===== src/rtl/ssclk_pkg.sv =====
package ssclk_pkg;

	localparam int LINE_DEPTH = 16;
	localparam int LEN_W = $clog2(LINE_DEPTH);
	localparam int HELD_BYTES = 7;

	localparam logic [1:0] REQ_BYTE = 2'd0;
	localparam logic [1:0] REQ_SECOND = 2'd1;
	localparam logic [1:0] REQ_SCAN = 2'd2;

	localparam logic [1:0] KIND_REPLY = 2'd0;
	localparam logic [1:0] KIND_TIME = 2'd1;
	localparam logic [1:0] KIND_SCAN = 2'd2;

	localparam logic [1:0] REPLY_OK = 2'd0;
	localparam logic [1:0] REPLY_ERR = 2'd1;
	localparam logic [1:0] REPLY_UNKNOWN = 2'd2;

	localparam logic [7:0] CHAR_CR = 8'h0D;
	localparam logic [7:0] CHAR_LF = 8'h0A;
	localparam logic [7:0] CHAR_H = 8'h48;
	localparam logic [7:0] CHAR_M = 8'h4D;
	localparam logic [7:0] CHAR_S = 8'h53;
	localparam logic [7:0] CHAR_T = 8'h54;
	localparam logic [7:0] CHAR_ZERO = 8'h30;

	localparam logic [7:0] DASH_PATTERN = 8'hBF;
	localparam logic [7:0] BLANK_PATTERN = 8'hFF;

	typedef struct packed {
		logic [1:0] req_type;
		logic [7:0] rx_byte;
	} req_item_t;

	typedef struct packed {
		logic [1:0] result_kind;
		logic [1:0] reply_code;
		logic [4:0] report_hours;
		logic [5:0] report_minutes;
		logic [5:0] report_seconds;
		logic [7:0] segment_pattern;
		logic [7:0] digit_select;
	} res_item_t;

	function automatic logic [7:0] digit_glyph(input logic [3:0] d);
		logic [7:0] g;
		case (d)
			4'd0: g = 8'hC0;
			4'd1: g = 8'hF9;
			4'd2: g = 8'hA4;
			4'd3: g = 8'hB0;
			4'd4: g = 8'h99;
			4'd5: g = 8'h92;
			4'd6: g = 8'h82;
			4'd7: g = 8'hF8;
			4'd8: g = 8'h80;
			4'd9: g = 8'h90;
			default: g = 8'hC0;
		endcase
		return g;
	endfunction

	function automatic logic [3:0] tens_of(input logic [5:0] v);
		logic [3:0] t;
		if (v >= 6'd50) t = 4'd5;
		else if (v >= 6'd40) t = 4'd4;
		else if (v >= 6'd30) t = 4'd3;
		else if (v >= 6'd20) t = 4'd2;
		else if (v >= 6'd10) t = 4'd1;
		else t = 4'd0;
		return t;
	endfunction

	function automatic logic [3:0] units_of(input logic [5:0] v);
		logic [5:0] tens10;
		logic [5:0] u;
		tens10 = 6'({tens_of(v), 1'b0} + {tens_of(v), 3'b000});
		u = v - tens10;
		return u[3:0];
	endfunction

	function automatic logic [7:0] two_digit(input logic [7:0] d1, input logic [7:0] d2);
		logic [7:0] hi;
		logic [7:0] lo;
		hi = d1 - CHAR_ZERO;
		lo = d2 - CHAR_ZERO;
		return {hi[4:0], 3'b000} + {hi[6:0], 1'b0} + lo;
	endfunction

endpackage


===== src/rtl/serial_set_clock_with_segment_scan.sv =====
// An accepted item is registered in the input stage and its result in the result register.
// Throughput: one item per cycle unless stalled; these registers decouple the ports.
// A stalled result holds the input stage only when the waiting item itself gives a result.
// Reset clears the time to 00:00:00, empties the line, restarts the scan at the seconds
// digit and blanks the display until the first tick or accepted set command.
module serial_set_clock_with_segment_scan (
	input  logic                  clk,
	input  logic                  arst_n,
	input  logic                  req_valid,
	output logic                  req_stall,
	input  ssclk_pkg::req_item_t  req,
	output logic                  res_valid,
	input  logic                  res_stall,
	output ssclk_pkg::res_item_t  res
);
	import ssclk_pkg::*;

	localparam logic [LEN_W-1:0] LEN_LAST = LEN_W'(LINE_DEPTH - 1);
	localparam logic [LEN_W-1:0] LEN_SHORT = LEN_W'(3);
	localparam logic [LEN_W-1:0] LEN_FULL = LEN_W'(HELD_BYTES);

	logic        in_valid_s1;
	req_item_t   in_item_s1;
	logic        res_valid_q;
	res_item_t   res_q;

	logic [4:0]       hours_q;
	logic [5:0]       minutes_q;
	logic [5:0]       seconds_q;
	logic [LEN_W-1:0] line_len_q;
	logic [7:0]       line_q [HELD_BYTES];
	logic [2:0]       scan_pos_q;
	logic             loaded_q;

	logic             has_result;
	res_item_t        res_next;
	logic [4:0]       hours_d;
	logic [5:0]       minutes_d;
	logic [5:0]       seconds_d;
	logic [LEN_W-1:0] line_len_d;
	logic [2:0]       scan_pos_d;
	logic             loaded_d;
	logic             store_byte;
	logic             res_free;
	logic             advance;
	logic             fire;
	logic [7:0]       val_a;
	logic [7:0]       val_b;
	logic [7:0]       val_c;
	logic [7:0]       glyph;

	assign res_free = !res_valid_q || !res_stall;
	assign advance = res_free || !has_result;
	assign fire = in_valid_s1 && advance;
	assign req_stall = in_valid_s1 && !advance;
	assign res_valid = res_valid_q;
	assign res = res_q;

	assign val_a = two_digit(line_q[1], line_q[2]);
	assign val_b = two_digit(line_q[3], line_q[4]);
	assign val_c = two_digit(line_q[5], line_q[6]);

	always_comb begin
		glyph = DASH_PATTERN;
		case (scan_pos_q)
			3'd7: glyph = digit_glyph(tens_of({1'b0, hours_q}));
			3'd6: glyph = digit_glyph(units_of({1'b0, hours_q}));
			3'd4: glyph = digit_glyph(tens_of(minutes_q));
			3'd3: glyph = digit_glyph(units_of(minutes_q));
			3'd1: glyph = digit_glyph(tens_of(seconds_q));
			3'd0: glyph = digit_glyph(units_of(seconds_q));
			default: glyph = DASH_PATTERN;
		endcase
		if (!loaded_q) begin
			glyph = BLANK_PATTERN;
		end
	end

	always_comb begin
		has_result = 1'b0;
		res_next = '0;
		hours_d = hours_q;
		minutes_d = minutes_q;
		seconds_d = seconds_q;
		line_len_d = line_len_q;
		scan_pos_d = scan_pos_q;
		loaded_d = loaded_q;
		store_byte = 1'b0;
		unique case (in_item_s1.req_type)
			REQ_BYTE: begin
				if (in_item_s1.rx_byte == CHAR_CR || in_item_s1.rx_byte == CHAR_LF) begin
					line_len_d = '0;
					if (line_len_q != '0) begin
						has_result = 1'b1;
						res_next.result_kind = KIND_REPLY;
						if ((line_q[0] == CHAR_H || line_q[0] == CHAR_M ||
								line_q[0] == CHAR_S) && line_len_q >= LEN_SHORT) begin
							if (line_q[0] == CHAR_H) begin
								if (val_a >= 8'd24) begin
									res_next.reply_code = REPLY_ERR;
								end else begin
									res_next.reply_code = REPLY_OK;
									hours_d = val_a[4:0];
									loaded_d = 1'b1;
								end
							end else if (val_a >= 8'd60) begin
								res_next.reply_code = REPLY_ERR;
							end else begin
								res_next.reply_code = REPLY_OK;
								loaded_d = 1'b1;
								if (line_q[0] == CHAR_M) begin
									minutes_d = val_a[5:0];
								end else begin
									seconds_d = val_a[5:0];
								end
							end
						end else if (line_q[0] == CHAR_T && line_len_q >= LEN_FULL) begin
							if (val_a >= 8'd24 || val_b >= 8'd60 || val_c >= 8'd60) begin
								res_next.reply_code = REPLY_ERR;
							end else begin
								res_next.reply_code = REPLY_OK;
								hours_d = val_a[4:0];
								minutes_d = val_b[5:0];
								seconds_d = val_c[5:0];
								loaded_d = 1'b1;
							end
						end else begin
							res_next.reply_code = REPLY_UNKNOWN;
						end
					end
				end else begin
					store_byte = 1'b1;
					if (line_len_q != LEN_LAST) begin
						line_len_d = line_len_q + LEN_W'(1);
					end
				end
			end
			REQ_SECOND: begin
				has_result = 1'b1;
				loaded_d = 1'b1;
				if (seconds_q != 6'd59) begin
					seconds_d = seconds_q + 6'd1;
				end else begin
					seconds_d = '0;
					if (minutes_q != 6'd59) begin
						minutes_d = minutes_q + 6'd1;
					end else begin
						minutes_d = '0;
						hours_d = (hours_q == 5'd23) ? 5'd0 : hours_q + 5'd1;
					end
				end
				res_next.result_kind = KIND_TIME;
				res_next.report_hours = hours_d;
				res_next.report_minutes = minutes_d;
				res_next.report_seconds = seconds_d;
			end
			REQ_SCAN: begin
				has_result = 1'b1;
				res_next.result_kind = KIND_SCAN;
				res_next.segment_pattern = glyph;
				res_next.digit_select = 8'd1 << scan_pos_q;
				scan_pos_d = scan_pos_q + 3'd1;
			end
			default: begin
				has_result = 1'b0;
			end
		endcase
	end

	always_ff @(posedge clk or negedge arst_n) begin
		if (!arst_n) begin
			in_valid_s1 <= 1'b0;
			res_valid_q <= 1'b0;
			hours_q <= '0;
			minutes_q <= '0;
			seconds_q <= '0;
			line_len_q <= '0;
			scan_pos_q <= '0;
			loaded_q <= 1'b0;
		end else begin
			if (!req_stall) begin
				in_valid_s1 <= req_valid;
			end
			if (res_free) begin
				res_valid_q <= fire && has_result;
			end
			if (fire) begin
				hours_q <= hours_d;
				minutes_q <= minutes_d;
				seconds_q <= seconds_d;
				line_len_q <= line_len_d;
				scan_pos_q <= scan_pos_d;
				loaded_q <= loaded_d;
			end
		end
	end

	always_ff @(posedge clk) begin
		if (req_valid && !req_stall) begin
			in_item_s1 <= req;
		end
		if (res_free && fire && has_result) begin
			res_q <= res_next;
		end
		for (int i = 0; i < HELD_BYTES; i++) begin
			if (fire && store_byte && line_len_q == LEN_W'(i)) begin
				line_q[i] <= in_item_s1.rx_byte;
			end
		end
	end

endmodule


===== config.mk =====
export PLATFORM = sky130hd
export DESIGN_NAME = serial_set_clock_with_segment_scan
export DESIGN_NICKNAME = d
export VERILOG_FILES = /design/src/rtl/ssclk_pkg.sv /design/src/rtl/serial_set_clock_with_segment_scan.sv
export SDC_FILE = /design/constraint.sdc
export NUM_CORES = 1
export LEC_CHECK = 0
export BUFFER_PORTS_ARGS = -buffer_cell sky130_fd_sc_hd__clkbuf_2
export CAP_MARGIN = 20
export CELL_PAD_IN_SITES_DETAIL_PLACEMENT = 0
export CELL_PAD_IN_SITES_GLOBAL_PLACEMENT = 1
export CORE_MARGIN = 5
export CORE_UTILIZATION = 50
export CTS_CLUSTER_DIAMETER = 200
export DETAILED_ROUTE_END_ITERATION = 10
export PLACE_DENSITY_LB_ADDON = 0.08
export SETUP_SLACK_MARGIN = 0.2
export SYNTH_ARGS = -nofsm -noshare
export SYNTH_HDL_FRONTEND = slang
export SYNTH_SLANG_ARGS = --single-unit

===== constraint.sdc =====
create_clock -name clk -period 5.2 [get_ports clk]
set_input_delay 1.3 -clock clk [delete_from_list [all_inputs] [get_ports clk]]
set_output_delay 1.3 -clock clk [all_outputs]
set_load 0.01 [all_outputs]

==> out/metrics.csv, run 1 <==
metric,value,unit
Non-Filler Instances,1030,
final setup margin,1020,ps
Post-synth EDFFs,100,
critical path endpoint category,flop,
Final Max Slew Viols,0,
H-Tree Depth,4,
sequential share of power,0.300,
actual transition at the worst max-transition pin,912,ps
setup TNS,0,ps
max_slew headroom,0.391,
later-pin clock latency in the skew report,430,ps
register area share after synthesis,0.447,
post-route core utilization,0.581,
clock sink count,127,
leakage power,3.91,nW
Placed Instances,997,
# nets final,923,
Netlist Area Pre-Place,8220,um2
Boundary Pins,53,
wire per inst,17.6,um
Vert. Die Dim,138,um
fin crit period,4180,ps
"critical path, cell by cell",fa_1 -> fa_1 -> inv_1 -> fa_1 -> xnor2_1 -> or2_2 -> a2111oi_2 -> mux2_2 -> a41oi_1 -> o21ai_2 -> and2_1 -> mux2_1,
Syn Area/Cell,11.0,um2
"commonest non-fill, non-tap cell in the layout",edfxtp_1,
crit-path most repeated cell,fa_1,
Worst path top cell family by delay,adder cells,
Logic pwr share,0.459,
critical path peak fanout,6,
TritonRoute pass-1 iters,5,
die width,138,um
Post-CTS Setup Repair Bufs,0,
first-pass GRT wire length,29800,um
WP data arrival,4480,ps
outcome,"finished, final reports clean",
Max Root-Sink Buffers,2,
clock slew at reported path FFs,60,ps
total gr overflow,0,
async set-or-reset flop fraction in the synthesized netlist,0.213,
critical path class,flop to flop,
VDD IR-drop max,0.297,mV
ranking of synthesized cells by area,"edfxtp_1, ha_1, dfrtp_1, xnor2_1, fa_1",
Synth Net Count,868,
core area,16000,um2
max incr delay on CP,550,ps
most frequent cells in the layout,"edfxtp_1, ha_1, inv_1",
detailed-route via count,5607,
DRC,0,
area growth from synthesis to layout,13.0,%
Final Hold Viols,0,
vias per inst,5.44,
Num CTS Buffers,17,
Placement Setup Slack,1080,ps
clock network power share,0.241,
initial antenna violation count,0,
GRT Total Usage,0.194,
Post-Layout Inst Area,9290,um2
layout cells sized above 1,0.139,
DR iter-0 viols,302,
DP HPWL,13800,um
Startpoint Class,flop,
Ys Warns,0,
sequential cell area,3680,um2
number of global-route vias before repair,5782,
fill count,1400,
number of diodes,0,
Yosys reg bits,127,
fin crit share,0.805,
final setup fails,0,
post-synth top area share,0.365,
CTS resizes,0,
P_int,2.83,mW
"Hold-fix buffers, CTS",0,
max_cap viols,0,
Main synth FF type,edfxtp_1,
CTS tree,done,
CP required,5500,ps
Die ar.,19100,um2
placement-stage cell area,8700,um2
Rows,46,
Hold Crit Class,flop to flop,
RSZ-0062 raised after global routing,no,
routed wire length,18100,um
skew final,8.77,ps
pwr/cell area,521,nW/um2
CP max-delay cell,fa_1,
area of the multi-input gates,4230,um2
Switching Share,0.416,
largest net degree at the start of global routing,38,
GP Congestion,0.862,
Net Sw Power,2.01,mW
# port buffers,52,
Max Clk Rate,0.239,GHz
"area leader, netlist",edfxtp_1,
Cells after Synth,746,
CTS root buf,clkbuf_16,
Netlist cell types,71,
Antenna Nets Post-Route,0,
CP bufs+invs,1,
Initial Util,0.514,
## per-layer routing
layer / track usage / share of wire / vias up
li1: - / - / 2780
met4: 0.0624 / 0.024 / 0
met5: 0 / 0 / -
met1: 0.238 / 0.43 / 2672
met2: 0.345 / 0.51 / 121
met3: 0.0376 / 0.034 / 34
## worst register-to-register path, delay by kind of cell, from the launching register on
kind	cells	cell delay, ps
AOI/OAI and AO/OA	3	750
adders and majority gates	3	1450
DFF	1	410
and+or+nand+nor	2	560
buffers and inverters	1	70
muxes	2	620
xor gates and xnor gates	1	200
## layout make-up
class	count	area share
Tap cell	216	0.0291
Clock inverter	13	0.0152
Multi-Input combinational cell	534	0.456
Clock buffer	19	0.0466
Sequential cell	127	0.396
Inverter	68	0.0275
Timing Repair Buffer	53	0.0302
## path summary, 6_finish.rpt
kind | startpoint | to | slack (ps) | cells after the start
min in group asynchronous | arst_n | minutes_q[2] | 940 | 1
max in group asynchronous | arst_n | res_valid | 3750 | 1
hold / removal | loaded_q | loaded_q | 540 | 1
setup reg to reg | line_q[2][3] | minutes_q[1] | 1020 | 12
setup / recovery | line_q[2][3] | minutes_q[1] | 1020 | 12
hold reg to reg | loaded_q | loaded_q | 540 | 1
## sequential cells by signal (all words and copies together) (netlist names)
name and cells:
hours_q 5, in_item_s1 10, in_valid_s1 1, line_len_q 4, line_q 53, loaded_q 1, minutes_q 6, res 37
res_valid 1, scan_pos_q 3, seconds_q 6
## power by group through the flow
stage / logic [mW] / clock network [mW] / registers (mW)
2_1_floorplan: 1.76 / 0 / 1.36
3_3_place_gp: 2.13 / 0 / 1.46
3_5_place_dp: 2.19 / 0 / 1.47
4_1_cts: 2.21 / 1.19 / 1.45
5_1_grt: 2.53 / 1.24 / 1.47
6_report: 2.22 / 1.17 / 1.45
## synth_stat cells, types with 9 or more instances
| cell type | instances |
|---|---|
| mux2_2 | 14 |
| nand3_1 | 15 |
| clkbuf_1 | 13 |
| xnor2_1 | 36 |
| xor2_1 | 13 |
| nand2_1 | 63 |
| fa_1 | 15 |
| and2_1 | 12 |
| and3_1 | 17 |
| nor3_1 | 12 |
| nor2b_1 | 10 |
| inv_1 | 68 |
| o22ai_1 | 9 |
| edfxtp_1 | 100 |
| ha_1 | 93 |
| dfrtp_1 | 27 |
| o21ai_0 | 27 |
| nor2_1 | 49 |
| mux2i_1 | 14 |
| a21oi_1 | 33 |
## metrics by stage
stage	hold WS, ps	power, mW
after global routing	545	5.24
after global placement	513	3.59
after CTS	530	4.84
final	536	4.84
after detailed placement	513	3.66
after floorplan	449	3.12
## cell families (layout without fill, tap and decap cells)
kind of cell    count (synthesis)  count (layout)  synth area share
simple gates                  207             207             0.124
compound gates                138             138             0.116
flops                         127             127             0.447
fa+ha+maj                     110             110             0.180
buf+inv                        85             153            0.0394
xor+xnor                       50              50            0.0549
mux                            29              29            0.0376
Power figures use the tool's default switching activity.
==> inputs of run 2 (changes only) <==
Settings changed: ABC_AREA set to 1, CORE_UTILIZATION 50 to 48.
Clock period 5.2 ns to 4 ns, I/O delays scaled along.
==> run 2 against run 1 <==
Against the previous run: register-to-register slack lost 460 ps; largest power group unchanged; power grew 18%; hold slack worse by 19 ps; die area up 11%; clock-buffer cell count decreased by 1; synthesized area increased by 7.2%; cell count increased by 25%; critical path type unchanged; routed wire length increased by 8.0%; synthesized cell count grew 31%; via count is 16% higher; worst setup slack worse by 460 ps.
==> out/metrics.csv, run 2 <==
metric,value,unit
vias per inst,5.06,
Switching Share,0.423,
Syn Area/Cell,9.02,um2
fill count,1685,
max reg flops,53,
number of global-route vias before repair,6392,
GP Congestion,0.845,
Post-Layout Inst Area,9910,um2
"commonest non-fill, non-tap cell in the layout",nand2_1,
CP endpoint,seconds_q[4],
Cells after Synth,977,
Post-synth top cells,"nand2_1, inv_1, edfxtp_1",
R2R Path End,seconds_q[4],
layout cells sized above 1,0.167,
area growth from synthesis to layout,12.4,%
detailed-route via count,6497,
Placement Setup Slack,558,ps
Largest Register,line_q,
Main synth FF type,edfxtp_1,
CP required,4310,ps
die width,146,um
CTS resizes,0,
DR iter-0 viols,385,
r2r startpoint,line_q[2][3],
WP data arrival,3750,ps
core area,18000,um2
flop2flop setup slack,560,ps
fin crit period,3440,ps
Fin Hold WS,516,ps
routed wire length,19600,um
Post-synth EDFFs,100,
fin crit share,0.861,
actual transition at the worst max-transition pin,775,ps
critical path endpoint category,flop,
"area leader, netlist",edfxtp_1,
post-synth top area share,0.341,
wire per inst,15.2,um
# nets final,1164,
pwr/cell area,574,nW/um2
"Hold-fix buffers, CTS",0,
GRT Total Usage,0.191,
CTS tree,done,
setup TNS,0,ps
Max Root-Sink Buffers,2,
leakage power,4.63,nW
sequential share of power,0.314,
Vert. Die Dim,146,um
later-pin clock latency in the skew report,420,ps
Post-CTS Setup Repair Bufs,0,
Reg2Reg Depth,14,
Logic pwr share,0.419,
Critical Path Source,line_q[2][3],
Synth Net Count,1099,
outcome,"finished, final reports clean",
Num CTS Buffers,17,
Yosys reg bits,127,
clock slew at reported path FFs,60,ps
Boundary Pins,53,
post-route core utilization,0.550,
Net Sw Power,2.41,mW
leading cell type by number of instances after synthesis,nand2_1,
async set-or-reset flop fraction in the synthesized netlist,0.213,
max_cap viols,0,
number of diodes,0,
DP HPWL,15500,um
Max Clk Rate,0.290,GHz
Ys Warns,0,
Startpoint Class,flop,
VDD IR-drop max,0.414,mV
Tot Pwr,5.69,mW
skew final,10.8,ps
area of the multi-input gates,4440,um2
final setup fails,0,
largest net degree at the start of global routing,28,
Final Hold Viols,0,
first-pass GRT wire length,32500,um
critical path peak fanout,6,
Placed Instances,1252,
final setup margin,557,ps
CTS root buf,clkbuf_16,
Final Max Slew Viols,0,
min-delay src,res_valid,
Antenna Nets Post-Route,0,
most frequent cells in the layout,"nand2_1, inv_1, edfxtp_1",
H-Tree Depth,4,
placement-stage cell area,9330,um2
Rows,49,
Non-Filler Instances,1284,
initial antenna violation count,0,
ranking of synthesized cells by area,"edfxtp_1, ha_1, nand2_1, dfrtp_1, inv_1",
Netlist cell types,51,
Initial Util,0.489,
RSZ-0062 raised after global routing,no,
max_slew headroom,0.483,
critical path class,flop to flop,
Hold Crit Class,flop to flop,
# port buffers,52,
Netlist Area Pre-Place,8820,um2
clock network power share,0.267,
P_int,3.28,mW
clock sink count,127,
Die ar.,21200,um2
total gr overflow,0,
DRC,0,
sequential cell area,3680,um2
TritonRoute pass-1 iters,5,
register area share after synthesis,0.417,
==> run 2: per-layer routing <==
layer | track usage | routed length (um) | vias up
met5 | 0 | 0 | -
met4 | 0.0504 | 225 | 0
met3 | 0.0324 | 834 | 13
met2 | 0.288 | 8440 | 141
met1 | 0.286 | 10100 | 3001
li1 | - | - | 3342
==> run 2: final cells by class <==
type / count / share of cell area
clock buffer: 18 / 0.0433
tap: 229 / 0.0289
timing repair buffer: 59 / 0.0316
clock inverter: 14 / 0.0149
sequential: 127 / 0.371
inverter: 162 / 0.0616
multi-input combinational: 675 / 0.448
==> run 2: power by group through the flow <==
| stage | Sequential, mW | Clock, mW | Combinational, mW |
|---|---|---|---|
| floorplan | 1.72 | 0 | 1.90 |
| global placement | 1.81 | 0 | 2.38 |
| detailed placement | 1.81 | 0 | 2.36 |
| CTS | 1.78 | 1.55 | 2.37 |
| global route | 1.81 | 1.62 | 2.73 |
| finish | 1.78 | 1.52 | 2.38 |
==> run 2: worst max-delay path: stages (launching register included) <==
cell	delay [ps]
edfxtp_1	400
fa_1	450
fa_1	540
inv_1	70
fa_1	460
o21ai_0	190
a21oi_1	100
nand3_1	90
nand2_1	60
nor2_2	210
nand2_2	150
a21oi_2	200
nand4_2	230
nand2_1	110
nand2_1	60
==> run 2: logic make-up after synthesis <==
group | share of synthesized area
compound gates | 0.0710
xor+xnor | 0.0219
fa+ha+maj | 0.166
buf+inv | 0.0797
flops | 0.417
simple gates | 0.244
==> run 2: worst min path at each step <==
stage	to	slack, ps	depth (start not counted)
global placement	res_valid	510	2
floorplan	line_q[0][7]	480	0
CTS	res_valid	520	2
global route	res_valid	560	2
detailed placement	res_valid	490	2
finish	res_valid	520	2
